<file path="src/kfsd_pkg.sv">
// Shared types, codes and key helpers for the keyed search-and-delete queue.
package kfsd_pkg;

    // Key geometry: two halves of seven characters each
    localparam int HALF_CHARS = 7;
    localparam int KEY_BYTES  = 2 * HALF_CHARS;
    localparam int HALF_W     = 8 * HALF_CHARS;
    localparam int KEY_W      = 2 * HALF_W;
    localparam int KEY_CHARS  = 14;

    typedef logic [KEY_W-1:0] key_t;
    typedef logic [1:0]       func_t;
    typedef logic [1:0]       status_t;

    // Operation codes
    localparam func_t FN_INSERT = 2'd0;
    localparam func_t FN_DELETE = 2'd1;
    localparam func_t FN_SEARCH = 2'd2;
    localparam func_t FN_DUMP   = 2'd3;

    // Result status codes
    localparam status_t ST_OK       = 2'd0;
    localparam status_t ST_NOTFOUND = 2'd1;
    localparam status_t ST_FULL     = 2'd2;
    localparam status_t ST_EMPTY    = 2'd3;

    // Zero every character from the first zero character on, and beyond KEY_CHARS.
    // Layout: key_hi in bits [55:0], key_lo in bits [111:56], first char in top byte.
    function automatic key_t normalize_key(input key_t d);
        key_t       r;
        logic       ended;
        logic [7:0] c;
        r     = '0;
        ended = 1'b0;
        for (int i = 0; i < KEY_BYTES; i++) begin
            if (i < HALF_CHARS) begin
                c = d[8*(HALF_CHARS-1-i) +: 8];
            end else begin
                c = d[HALF_W + 8*(KEY_BYTES-1-i) +: 8];
            end
            if (i >= KEY_CHARS || c == 8'd0) begin
                ended = 1'b1;
            end
            if (!ended) begin
                if (i < HALF_CHARS) begin
                    r[8*(HALF_CHARS-1-i) +: 8] = c;
                end else begin
                    r[HALF_W + 8*(KEY_BYTES-1-i) +: 8] = c;
                end
            end
        end
        return r;
    endfunction

endpackage

</file>
<file path="src/keyed_fifo_search_delete.sv">
// Ordered key queue with insert, delete-first-match, search and dump.
//
//  channel  | direction | tdata                               | tuser       | tlast
//  ---------+-----------+-------------------------------------+-------------+-----------
//  s_       | in        | [55:0] key_hi, [111:56] key_lo      | [1:0] func  | -
//  m_       | out       | [55:0] entry_hi, [111:56] entry_lo  | [1:0] status| last
//
// Search and delete walk the store one entry per cycle through the single RAM
// read port and the one 112-bit comparator; a delete then shifts the tail down
// one entry per cycle. Dump emits one entry per cycle while m_tready stays high.
// Reset clears the state, occupancy, pending flag and m_tvalid; entries at or
// above occupancy are never read. A stalled m_ side holds the sequencer whenever
// it has a result to emit; s_tready is high only between requests.
module keyed_fifo_search_delete #(
    parameter int DEPTH = 16
) (
    input  logic                  aclk,
    input  logic                  aresetn,
    input  logic                  s_tvalid,
    output logic                  s_tready,
    input  logic [111:0]          s_tdata,   // [55:0] key_hi, [111:56] key_lo
    input  logic [1:0]            s_tuser,   // [1:0] func
    output logic                  m_tvalid,
    input  logic                  m_tready,
    output logic [111:0]          m_tdata,   // [55:0] entry_hi, [111:56] entry_lo
    output logic [1:0]            m_tuser,   // [1:0] status
    output logic                  m_tlast
);

    localparam int AW = $clog2(DEPTH);
    localparam int OW = $clog2(DEPTH + 1);

    // Sequencer states
    localparam logic [2:0] S_IDLE  = 3'd0;
    localparam logic [2:0] S_INS   = 3'd1;
    localparam logic [2:0] S_SCAN  = 3'd2;
    localparam logic [2:0] S_HIT   = 3'd3;
    localparam logic [2:0] S_SHIFT = 3'd4;
    localparam logic [2:0] S_DUMP  = 3'd5;

    logic [2:0]              state_reg, state_next;
    kfsd_pkg::func_t         func_reg, func_next;
    kfsd_pkg::key_t          key_reg, key_next;
    logic [OW-1:0]           occ_reg, occ_next;
    logic [OW-1:0]           idx_reg, idx_next;
    logic [AW-1:0]           pos_reg, pos_next;
    logic                    pend_reg, pend_next;

    logic                    m_valid_reg;
    kfsd_pkg::status_t       m_status_reg;
    kfsd_pkg::key_t          m_data_reg;
    logic                    m_last_reg;

    logic                    ram_we;
    logic [AW-1:0]           ram_waddr;
    kfsd_pkg::key_t          ram_wdata;
    logic                    ram_re;
    logic [AW-1:0]           ram_raddr;
    kfsd_pkg::key_t          ram_rdata;

    logic                    emit;
    kfsd_pkg::status_t       emit_status;
    kfsd_pkg::key_t          emit_data;
    logic                    emit_last;

    logic                    out_free;
    logic                    more;
    logic                    can_emit;
    logic                    issue;

    kfsd_ram #(
        .WIDTH (kfsd_pkg::KEY_W),
        .DEPTH (DEPTH)
    ) u_store (
        .aclk  (aclk),
        .we    (ram_we),
        .waddr (ram_waddr),
        .wdata (ram_wdata),
        .re    (ram_re),
        .raddr (ram_raddr),
        .rdata (ram_rdata)
    );

    assign out_free = !m_valid_reg || m_tready;
    assign more     = idx_reg < occ_reg;
    assign can_emit = pend_reg && out_free;
    assign issue    = more && (!pend_reg || can_emit);
    assign s_tready = (state_reg == S_IDLE);

    // Sequence one request over the store
    always_comb begin
        state_next  = state_reg;
        func_next   = func_reg;
        key_next    = key_reg;
        occ_next    = occ_reg;
        idx_next    = idx_reg;
        pos_next    = pos_reg;
        pend_next   = pend_reg;
        ram_we      = 1'b0;
        ram_waddr   = occ_reg[AW-1:0];
        ram_wdata   = key_reg;
        ram_re      = 1'b0;
        ram_raddr   = idx_reg[AW-1:0];
        emit        = 1'b0;
        emit_status = kfsd_pkg::ST_OK;
        emit_data   = '0;
        emit_last   = 1'b1;

        unique case (state_reg)
            S_IDLE: begin
                if (s_tvalid) begin
                    func_next = s_tuser;
                    key_next  = kfsd_pkg::normalize_key(s_tdata);
                    idx_next  = '0;
                    pend_next = 1'b0;
                    unique case (s_tuser)
                        kfsd_pkg::FN_INSERT: state_next = S_INS;
                        kfsd_pkg::FN_DELETE: state_next = S_SCAN;
                        kfsd_pkg::FN_SEARCH: state_next = S_SCAN;
                        kfsd_pkg::FN_DUMP:   state_next = S_DUMP;
                        default:             state_next = S_IDLE;
                    endcase
                end
            end

            // Append at the tail, or report full
            S_INS: begin
                if (out_free) begin
                    emit       = 1'b1;
                    state_next = S_IDLE;
                    if (occ_reg == OW'(DEPTH)) begin
                        emit_status = kfsd_pkg::ST_FULL;
                    end else begin
                        ram_we   = 1'b1;
                        occ_next = occ_reg + OW'(1);
                    end
                end
            end

            // Read one entry per cycle and compare the one before it
            S_SCAN: begin
                if (pend_reg && ram_rdata == key_reg) begin
                    pend_next  = 1'b0;
                    state_next = S_HIT;
                end else if (more) begin
                    ram_re    = 1'b1;
                    pos_next  = idx_reg[AW-1:0];
                    idx_next  = idx_reg + OW'(1);
                    pend_next = 1'b1;
                end else begin
                    pend_next = 1'b0;
                    if (out_free) begin
                        emit        = 1'b1;
                        emit_status = kfsd_pkg::ST_NOTFOUND;
                        state_next  = S_IDLE;
                    end
                end
            end

            // Report the match; a delete then closes the gap
            S_HIT: begin
                if (out_free) begin
                    emit      = 1'b1;
                    emit_data = ram_rdata;
                    if (func_reg == kfsd_pkg::FN_DELETE) begin
                        idx_next   = OW'(pos_reg) + OW'(1);
                        pend_next  = 1'b0;
                        state_next = S_SHIFT;
                    end else begin
                        state_next = S_IDLE;
                    end
                end
            end

            // Move each later entry down one slot
            S_SHIFT: begin
                if (pend_reg) begin
                    ram_we    = 1'b1;
                    ram_waddr = pos_reg - AW'(1);
                    ram_wdata = ram_rdata;
                end
                if (more) begin
                    ram_re    = 1'b1;
                    pos_next  = idx_reg[AW-1:0];
                    idx_next  = idx_reg + OW'(1);
                    pend_next = 1'b1;
                end else begin
                    pend_next  = 1'b0;
                    occ_next   = occ_reg - OW'(1);
                    state_next = S_IDLE;
                end
            end

            // Stream every entry from head to tail, or report an empty queue
            S_DUMP: begin
                if (occ_reg == '0) begin
                    if (out_free) begin
                        emit        = 1'b1;
                        emit_status = kfsd_pkg::ST_EMPTY;
                        state_next  = S_IDLE;
                    end
                end else begin
                    if (can_emit) begin
                        emit      = 1'b1;
                        emit_data = ram_rdata;
                        emit_last = (OW'(pos_reg) + OW'(1)) == occ_reg;
                    end
                    if (issue) begin
                        ram_re    = 1'b1;
                        pos_next  = idx_reg[AW-1:0];
                        idx_next  = idx_reg + OW'(1);
                        pend_next = 1'b1;
                    end else begin
                        pend_next = pend_reg && !can_emit;
                    end
                    if (!more && (!pend_reg || can_emit)) begin
                        state_next = S_IDLE;
                    end
                end
            end

            default: begin
                state_next = S_IDLE;
            end
        endcase
    end

    // Control state
    always_ff @(posedge aclk) begin
        if (!aresetn) begin
            state_reg   <= S_IDLE;
            occ_reg     <= '0;
            pend_reg    <= 1'b0;
            m_valid_reg <= 1'b0;
        end else begin
            state_reg <= state_next;
            occ_reg   <= occ_next;
            pend_reg  <= pend_next;
            if (emit) begin
                m_valid_reg <= 1'b1;
            end else if (m_tready) begin
                m_valid_reg <= 1'b0;
            end
        end
    end

    // Request and result payload
    always_ff @(posedge aclk) begin
        func_reg <= func_next;
        key_reg  <= key_next;
        idx_reg  <= idx_next;
        pos_reg  <= pos_next;
        if (emit) begin
            m_status_reg <= emit_status;
            m_data_reg   <= emit_data;
            m_last_reg   <= emit_last;
        end
    end

    assign m_tvalid = m_valid_reg;
    assign m_tdata  = m_data_reg;
    assign m_tuser  = m_status_reg;
    assign m_tlast  = m_last_reg;

endmodule

</file>
<file path="src/kfsd_ram.sv">
// Generic simple dual-port RAM with one write port and a registered read port.
module kfsd_ram #(
    parameter int WIDTH = 112,
    parameter int DEPTH = 16
) (
    input  logic                     aclk,
    input  logic                     we,
    input  logic [$clog2(DEPTH)-1:0] waddr,
    input  logic [WIDTH-1:0]         wdata,
    input  logic                     re,
    input  logic [$clog2(DEPTH)-1:0] raddr,
    output logic [WIDTH-1:0]         rdata
);

    logic [WIDTH-1:0] mem [DEPTH];
    logic [WIDTH-1:0] rdata_reg;

    // Write on enable; read data holds until the next read
    always_ff @(posedge aclk) begin
        if (we) begin
            mem[waddr] <= wdata;
        end
        if (re) begin
            rdata_reg <= mem[raddr];
        end
    end

    assign rdata = rdata_reg;

endmodule

</file>
<file path="config.mk">
export PLATFORM = sky130hd
export DESIGN_NAME = keyed_fifo_search_delete
export DESIGN_NICKNAME = d
export VERILOG_FILES = /design/src/kfsd_pkg.sv /design/src/keyed_fifo_search_delete.sv /design/src/kfsd_ram.sv
export SDC_FILE = /design/constraint.sdc
export NUM_CORES = 2
export LEC_CHECK = 0
export CAP_MARGIN = 20
export CORE_UTILIZATION = 56
export CTS_CLUSTER_SIZE = 12
export DETAILED_ROUTE_END_ITERATION = 8
export DONT_BUFFER_PORTS = 1
export PLACE_DENSITY = 0.83
export SYNTH_ARGS = -nofsm -noshare
export SYNTH_HDL_FRONTEND = slang
export SYNTH_SLANG_ARGS = --single-unit
</file>
<file path="constraint.sdc">
create_clock -name aclk -period 19.1 [get_ports aclk]
set_clock_uncertainty 0.15 [all_clocks]
set_input_delay 3.82 -clock aclk [delete_from_list [all_inputs] [get_ports aclk]]
set_output_delay 3.82 -clock aclk [all_outputs]
set_load 0.02 [all_outputs]
</file>
## Word level (Yosys, flattened, before mapping)

Memory sizes are Yosys's and may differ from the RTL's. A register that Yosys moved wholly into a read port is not among the register bits.
Cells that the tools add are included.

- Output and inout port bits: 117
- Input bits: 118
- Bits in writable memories: 1792
- Memories kept: 1
- Bits in latches: 0
- Bits in registers: 248
- Memory bits (read-only): 0
- Word-level logic and storage cells: 236

- Reductions and logical operators: 41
- Multiplexer cells: 139
- Bitwise operators: 2
- Equality and inequality tests: 23
- $mul: 0
- Order comparisons: 1
- Divide/modulo/power cells: 0
- Add/subtract/negate cells: 5
- Shift operators: 0

Memory list:

| memory | words | bits a word | read ports | clocked after Yosys merged registers in | write ports | line | text |
|---|---|---|---|---|---|---|---|
| u_store.mem | 16 | 112 | 1 | 1 | 1 | kfsd_ram.sv:15 | `logic [WIDTH-1:0] mem [DEPTH];` |

Operator list:

| kind | count |
|---|---|
| two-way mux 112 bit | 5 |
| two-way mux 8 bit | 28 |
| case mux 112 bit (2 select lines) | 1 |
| == test 112 bit | 1 |
| zero test 8 bit | 14 |
| two-way mux 1 bit | 66 |
| two-way mux 5 bit | 10 |
| two-way mux 3 bit | 9 |
| case mux 5 bit (5 select lines) | 1 |
| two-way mux 4 bit | 6 |
| inequality test 2 bit (second input constant) | 9 |
| case mux 3 bit (6 select lines) | 1 |
| case mux 4 bit (3 select lines) | 1 |
| adder 5 x 1 -> 5 bit (second input constant) | 2 |
| case mux 5 bit (2 select lines) | 1 |
| AND reduction 5 bit | 2 |
| case mux 3 bit (3 select lines) | 1 |
| two-way mux 2 bit | 4 |
| AND reduction 4 bit | 2 |
| AND reduction 7 bit | 1 |
| == test 3 x 2 -> 1 bit (second input constant) | 2 |
| == test 3 bit (second input constant) | 2 |
| inequality test 3 bit (second input constant) | 2 |
| case mux 1 bit (3 select lines) | 2 |
| other kinds (25) | 38 |

## Logic depth before layout (Yosys ltp)

- Depth after elaboration: 45
- Mapped depth: 12
- Depth with buffers taken out: 10

## Cells and area by module

A second synthesis with hierarchy kept.

- Cell total of the unflattened synthesis: 3945
- Area total of the unflattened synthesis: 83284.9 um^2

By module, submodules not included:

| module | times used | cells an instance | area an instance (um^2) | sequential area each (um^2) |
|---|---|---|---|---|
| kfsd_ram | 1 | 2864 | 70291.2 | 57174.8 |
| keyed_fifo_search_delete | 1 | 1081 | 12993.7 | 7347.0 |

## Worst setup path after synthesis

Ideal clock, no wire load.

- Path type: input to register
- Start point: input port m_tready
- End point: register u_store.rdata_reg[0], in the netlist u_store.rdata[0] (read register of u_store.mem), enable pin
- Required time: 18.330 ns
- Cell stages on the path: 5
- Data arrival time: 9.622 ns
- Buffers on the path: 1
- Library setup time: 0.620 ns
- Path slack: 8.708 ns
- Path through: nor2b_1 > clkbuf_1 > nand2_1 > a21oi_1 > a21oi_1

- Word-level cells in the longest chain between the ends: 7

RTL lines:

| item | line | text |
|---|---|---|
| from (decl) | keyed_fifo_search_delete.sv:24 | `input logic m_tready,` |
| logical OR 1 bit | keyed_fifo_search_delete.sv:84 | `assign out_free = !m_valid_reg \|\| m_tready;` |
| logical AND 1 bit | keyed_fifo_search_delete.sv:86 | `assign can_emit = pend_reg && out_free;` |
| logical OR 1 bit | keyed_fifo_search_delete.sv:87 | `assign issue = more && (!pend_reg \|\| can_emit);` |
| logical AND 1 bit | keyed_fifo_search_delete.sv:87 |  |
| two-way mux 1 bit | keyed_fifo_search_delete.sv:208 | `if (issue) begin` |
| two-way mux 1 bit | keyed_fifo_search_delete.sv:196 | `if (occ_reg == '0) begin` |
| case mux 1 bit (3 select lines) | keyed_fifo_search_delete.sv:109 | `unique case (state_reg)` |
| named net ram_re | keyed_fifo_search_delete.sv:57 | `logic ram_re;` |
| to (decl) | kfsd_ram.sv:16 | `logic [WIDTH-1:0] rdata_reg;` |

The timed path passes the listed nets, and every way through them passes these cells.
A chain may end at the register's enable or synchronous reset.

## Final worst setup path

- Start point: input port m_tready
- End point: memory u_store.mem[4][52], enable pin

- Word-level cells in the longest chain between the ends: 5

RTL lines:

| item | line | text |
|---|---|---|
| logical OR 1 bit | keyed_fifo_search_delete.sv:84 |  |
| two-way mux 1 bit | keyed_fifo_search_delete.sv:128 | `if (out_free) begin` |
| case mux 1 bit (2 select lines) | keyed_fifo_search_delete.sv:109 |  |
| two-way mux 1 bit | kfsd_ram.sv:20 | `if (we) begin` |
| two-way mux 1 bit (not written as such) | kfsd_ram.sv:21 | `mem[waddr] <= wdata;` |
| to (decl) | kfsd_ram.sv:15 |  |

No other way between the ends.

==> impl_metrics.yaml <==
worst_setup_path:
  cp-end-kind: "flop"
  crit_type: "in -> reg"
  r2r-end: "u_store.mem[11][58]"
  r2r_slack_ps: 13340
  start_kind: "input port"
  crit_required_ps: 19390
  path_max_fanout: 44
  cp.arrival_ps: 7760
  ff2ff_path_depth: 9
  r2r_start: "state_reg[0]"
floorplan:
  die_area_um2: 151000
  rows: 141
  die_w_um: 389
  fp.coreArea_um2: 148000
  initial_utilization: 0.566
  ioPinCount: 235
  die_h_um: 389
cts:
  clock_path_buffers: 3
  insertion_delay_ps: 830
  root_buffer: "clkbuf_16"
  cts_tree: "built"
  path_clk_slew_ps: 60
  clock_sinks: 2152
  post_cts_buffers: 0
  cts_hold_buf: 0
  cts-buffers-inserted: 208
  cts_max_level: 4
  cts_resized: 0
route:
  first_pass_iters: 9
  wire_per_inst_um: 38.5
  viasPerCell: 7.16
  ant_nets: 0
  wl_um: 235000
  drtIter0Drc: 7858
  dr_total_vias: 43800
  remaining_drc_errors: 20
worst_hold_path:
  min_to: "occ_reg[3]"
  min_path_type: "reg -> reg"
  min_path_cells: 2
  hp-start: "occ_reg[3]"
logic_synthesis:
  synth_top_area_share: 0.766
  syn_inst: 3990
  yosys-top-cells-count: "edfxtp_1, mux4_2, nand2_1"
  yosysMostFrequentCell: "edfxtp_1"
  synth_cell_types: 59
  synth_warnings: 0
  synth_ff_type: "edfxtp_1"
  synth_area_per_cell_um2: 21.0
  synth_area_leaders: "edfxtp_1, mux4_2, nand2_1"
  synth.net_count: 4120
  syn-cell-area_um2: 83900
  synth_edf_count: 2142
  ys_ff_latch: 2152
  yosys.area.top_type: "edfxtp_1"
  ys_async_sr_fraction: 0
  ys_seq_area_frac: 0.769
sta:
  period_share: 0.391
  final-setup-viol-count: 0
  post-route-min-period_ps: 7470
  hold_viol: 0
  worstMarginPinSlew_ps: 1330
  fmax_ghz: 0.134
  tns_ps: 0
  rsz0062_at_grt: "no"
  drv_slew: 0
  max_slew_margin: 0.115
final_layout:
  drive_gt1_frac: 0.217
  area_growth_pct: 9.97
  utilization: 0.623
  fill_cells: 9305
  largest_reg_flops: 1792
  nets: 4209
  regMostFlops: "u_store.mem"
place:
  dp_hpwl_um: 132000
  gp_congestion: 0.935
  port_buffers: 0
status:
  status: "finished with violations"
  violations: "DRC"
flow_run:
  max-cap-violations: 0
pwr:
  powerDensity_nw_per_um2: 150
  p_leak_nw: 28.7
  ir_worst_vdd_mv: 0.145
global_routing:
  grt_first_pass_wirelength_um: 327000
  gr-usage-all-layers: 0.311
  antenna_found_initial: 21
  grt-ovfl-total: 0
  grt_pass1_vias: 43700
  grt_max_degree: 154
[per-layer routing]
layer / routed length (um) / share of wire / up-vias / GRT usage
li1: - / - / 16400 / -
met1: 75900 / 0.32 / 22300 / 0.387
met2: 110000 / 0.47 / 4169 / 0.480
met3: 35400 / 0.15 / 824 / 0.117
met4: 14100 / 0.060 / 24 / 0.159
met5: 243 / 0.0010 / - / 0.00319
[cells by family (layout without fill, tap and decap cells)]
family / count (synthesis) / after routing / share of synthesized area
AOI/OAI and AO/OA: 95 / 95 / 0.00720
xor gates and xnor gates: 80 / 80 / 0.00835
adders and majority gates: 12 / 12 / 0.00188
buffers and inverters: 213 / 391 / 0.00968
DFF: 2152 / 2152 / 0.769
muxes: 563 / 563 / 0.151
other: 0 / 14 / 0
and+or+nand+nor: 875 / 875 / 0.0535
[report_power, final]
part | internal, mW | switching, mW | total, mW | leakage [nW]
sequential | 6.08 | 0.551 | 6.63 | 19.5
combinational | 1.37 | 2.09 | 3.46 | 6.39
clock | 2.01 | 1.70 | 3.72 | 2.83
total | 9.46 | 4.35 | 13.8 | 28.7
[per-stage QoR]
step / cells / hold slack [ps] / power (mW) / cell area [um2] / worst slack, ps
floorplan: 3990 / 302 / 8.80 / 83900 / 8710
global placement: 5796 / 398 / 9.89 / 86400 / 10970
detailed placement: 5797 / 416 / 10.0 / 86400 / 10880
CTS: 6096 / 428 / 13.7 / 92200 / 11700
global route: 6098 / 437 / 14.1 / 92300 / 11480
finish: 6112 / 436 / 13.8 / 92300 / 11630
[worst max path at each step]
stage                        start                  to  cells after the start  slack, ps
after floorplan           m_tready    u_store.rdata[0]                      5       8710
after global placement    m_tready  u_store.mem[4][53]                      9      10970
after detailed placement  m_tready  u_store.mem[4][53]                      9      10880
after CTS                 m_tready  u_store.mem[4][52]                      9      11700
after global routing      m_tready  u_store.mem[4][55]                      9      11480
final                     m_tready  u_store.mem[4][52]                      9      11630
[placed cells by master, fill, tap and decap left out, types with 19 or more instances in the layout]
master	n
and3_1	28
and2_1	193
inv_1	19
nand2_1	355
nor4_1	46
clkbuf_1	43
nand2b_1	58
xnor2_1	35
edfxtp_1	2142
xor2_1	45
nor2b_1	38
buf_4	61
nand3_1	19
mux4_2	560
nor2_1	26
nor3_1	24
a21oi_1	27
clkbuf_16	211
nand4_1	36
[critical path: stages]
cell and delay (ps):
nand2b_1 150, nand2_1 150, nor3_1 330, a21oi_1 80, nor2_1 320, nand2_1 370, nor2_4 900, buf_4 760
buf_4 770
[layout make-up]
cell class,instances,area (um2),share of cell area
multi-input combinational,1625,18800,0.204
antenna,14,35.0,0.000380
clock buffer,254,5440,0.0590
timing repair buffer,72,657,0.00712
sequential,2152,64500,0.699
inverter,20,75.1,0.000813
clock inverter,45,360,0.00390
tap,1930,2410,0.0262
(Power assumes the default switching activity.)
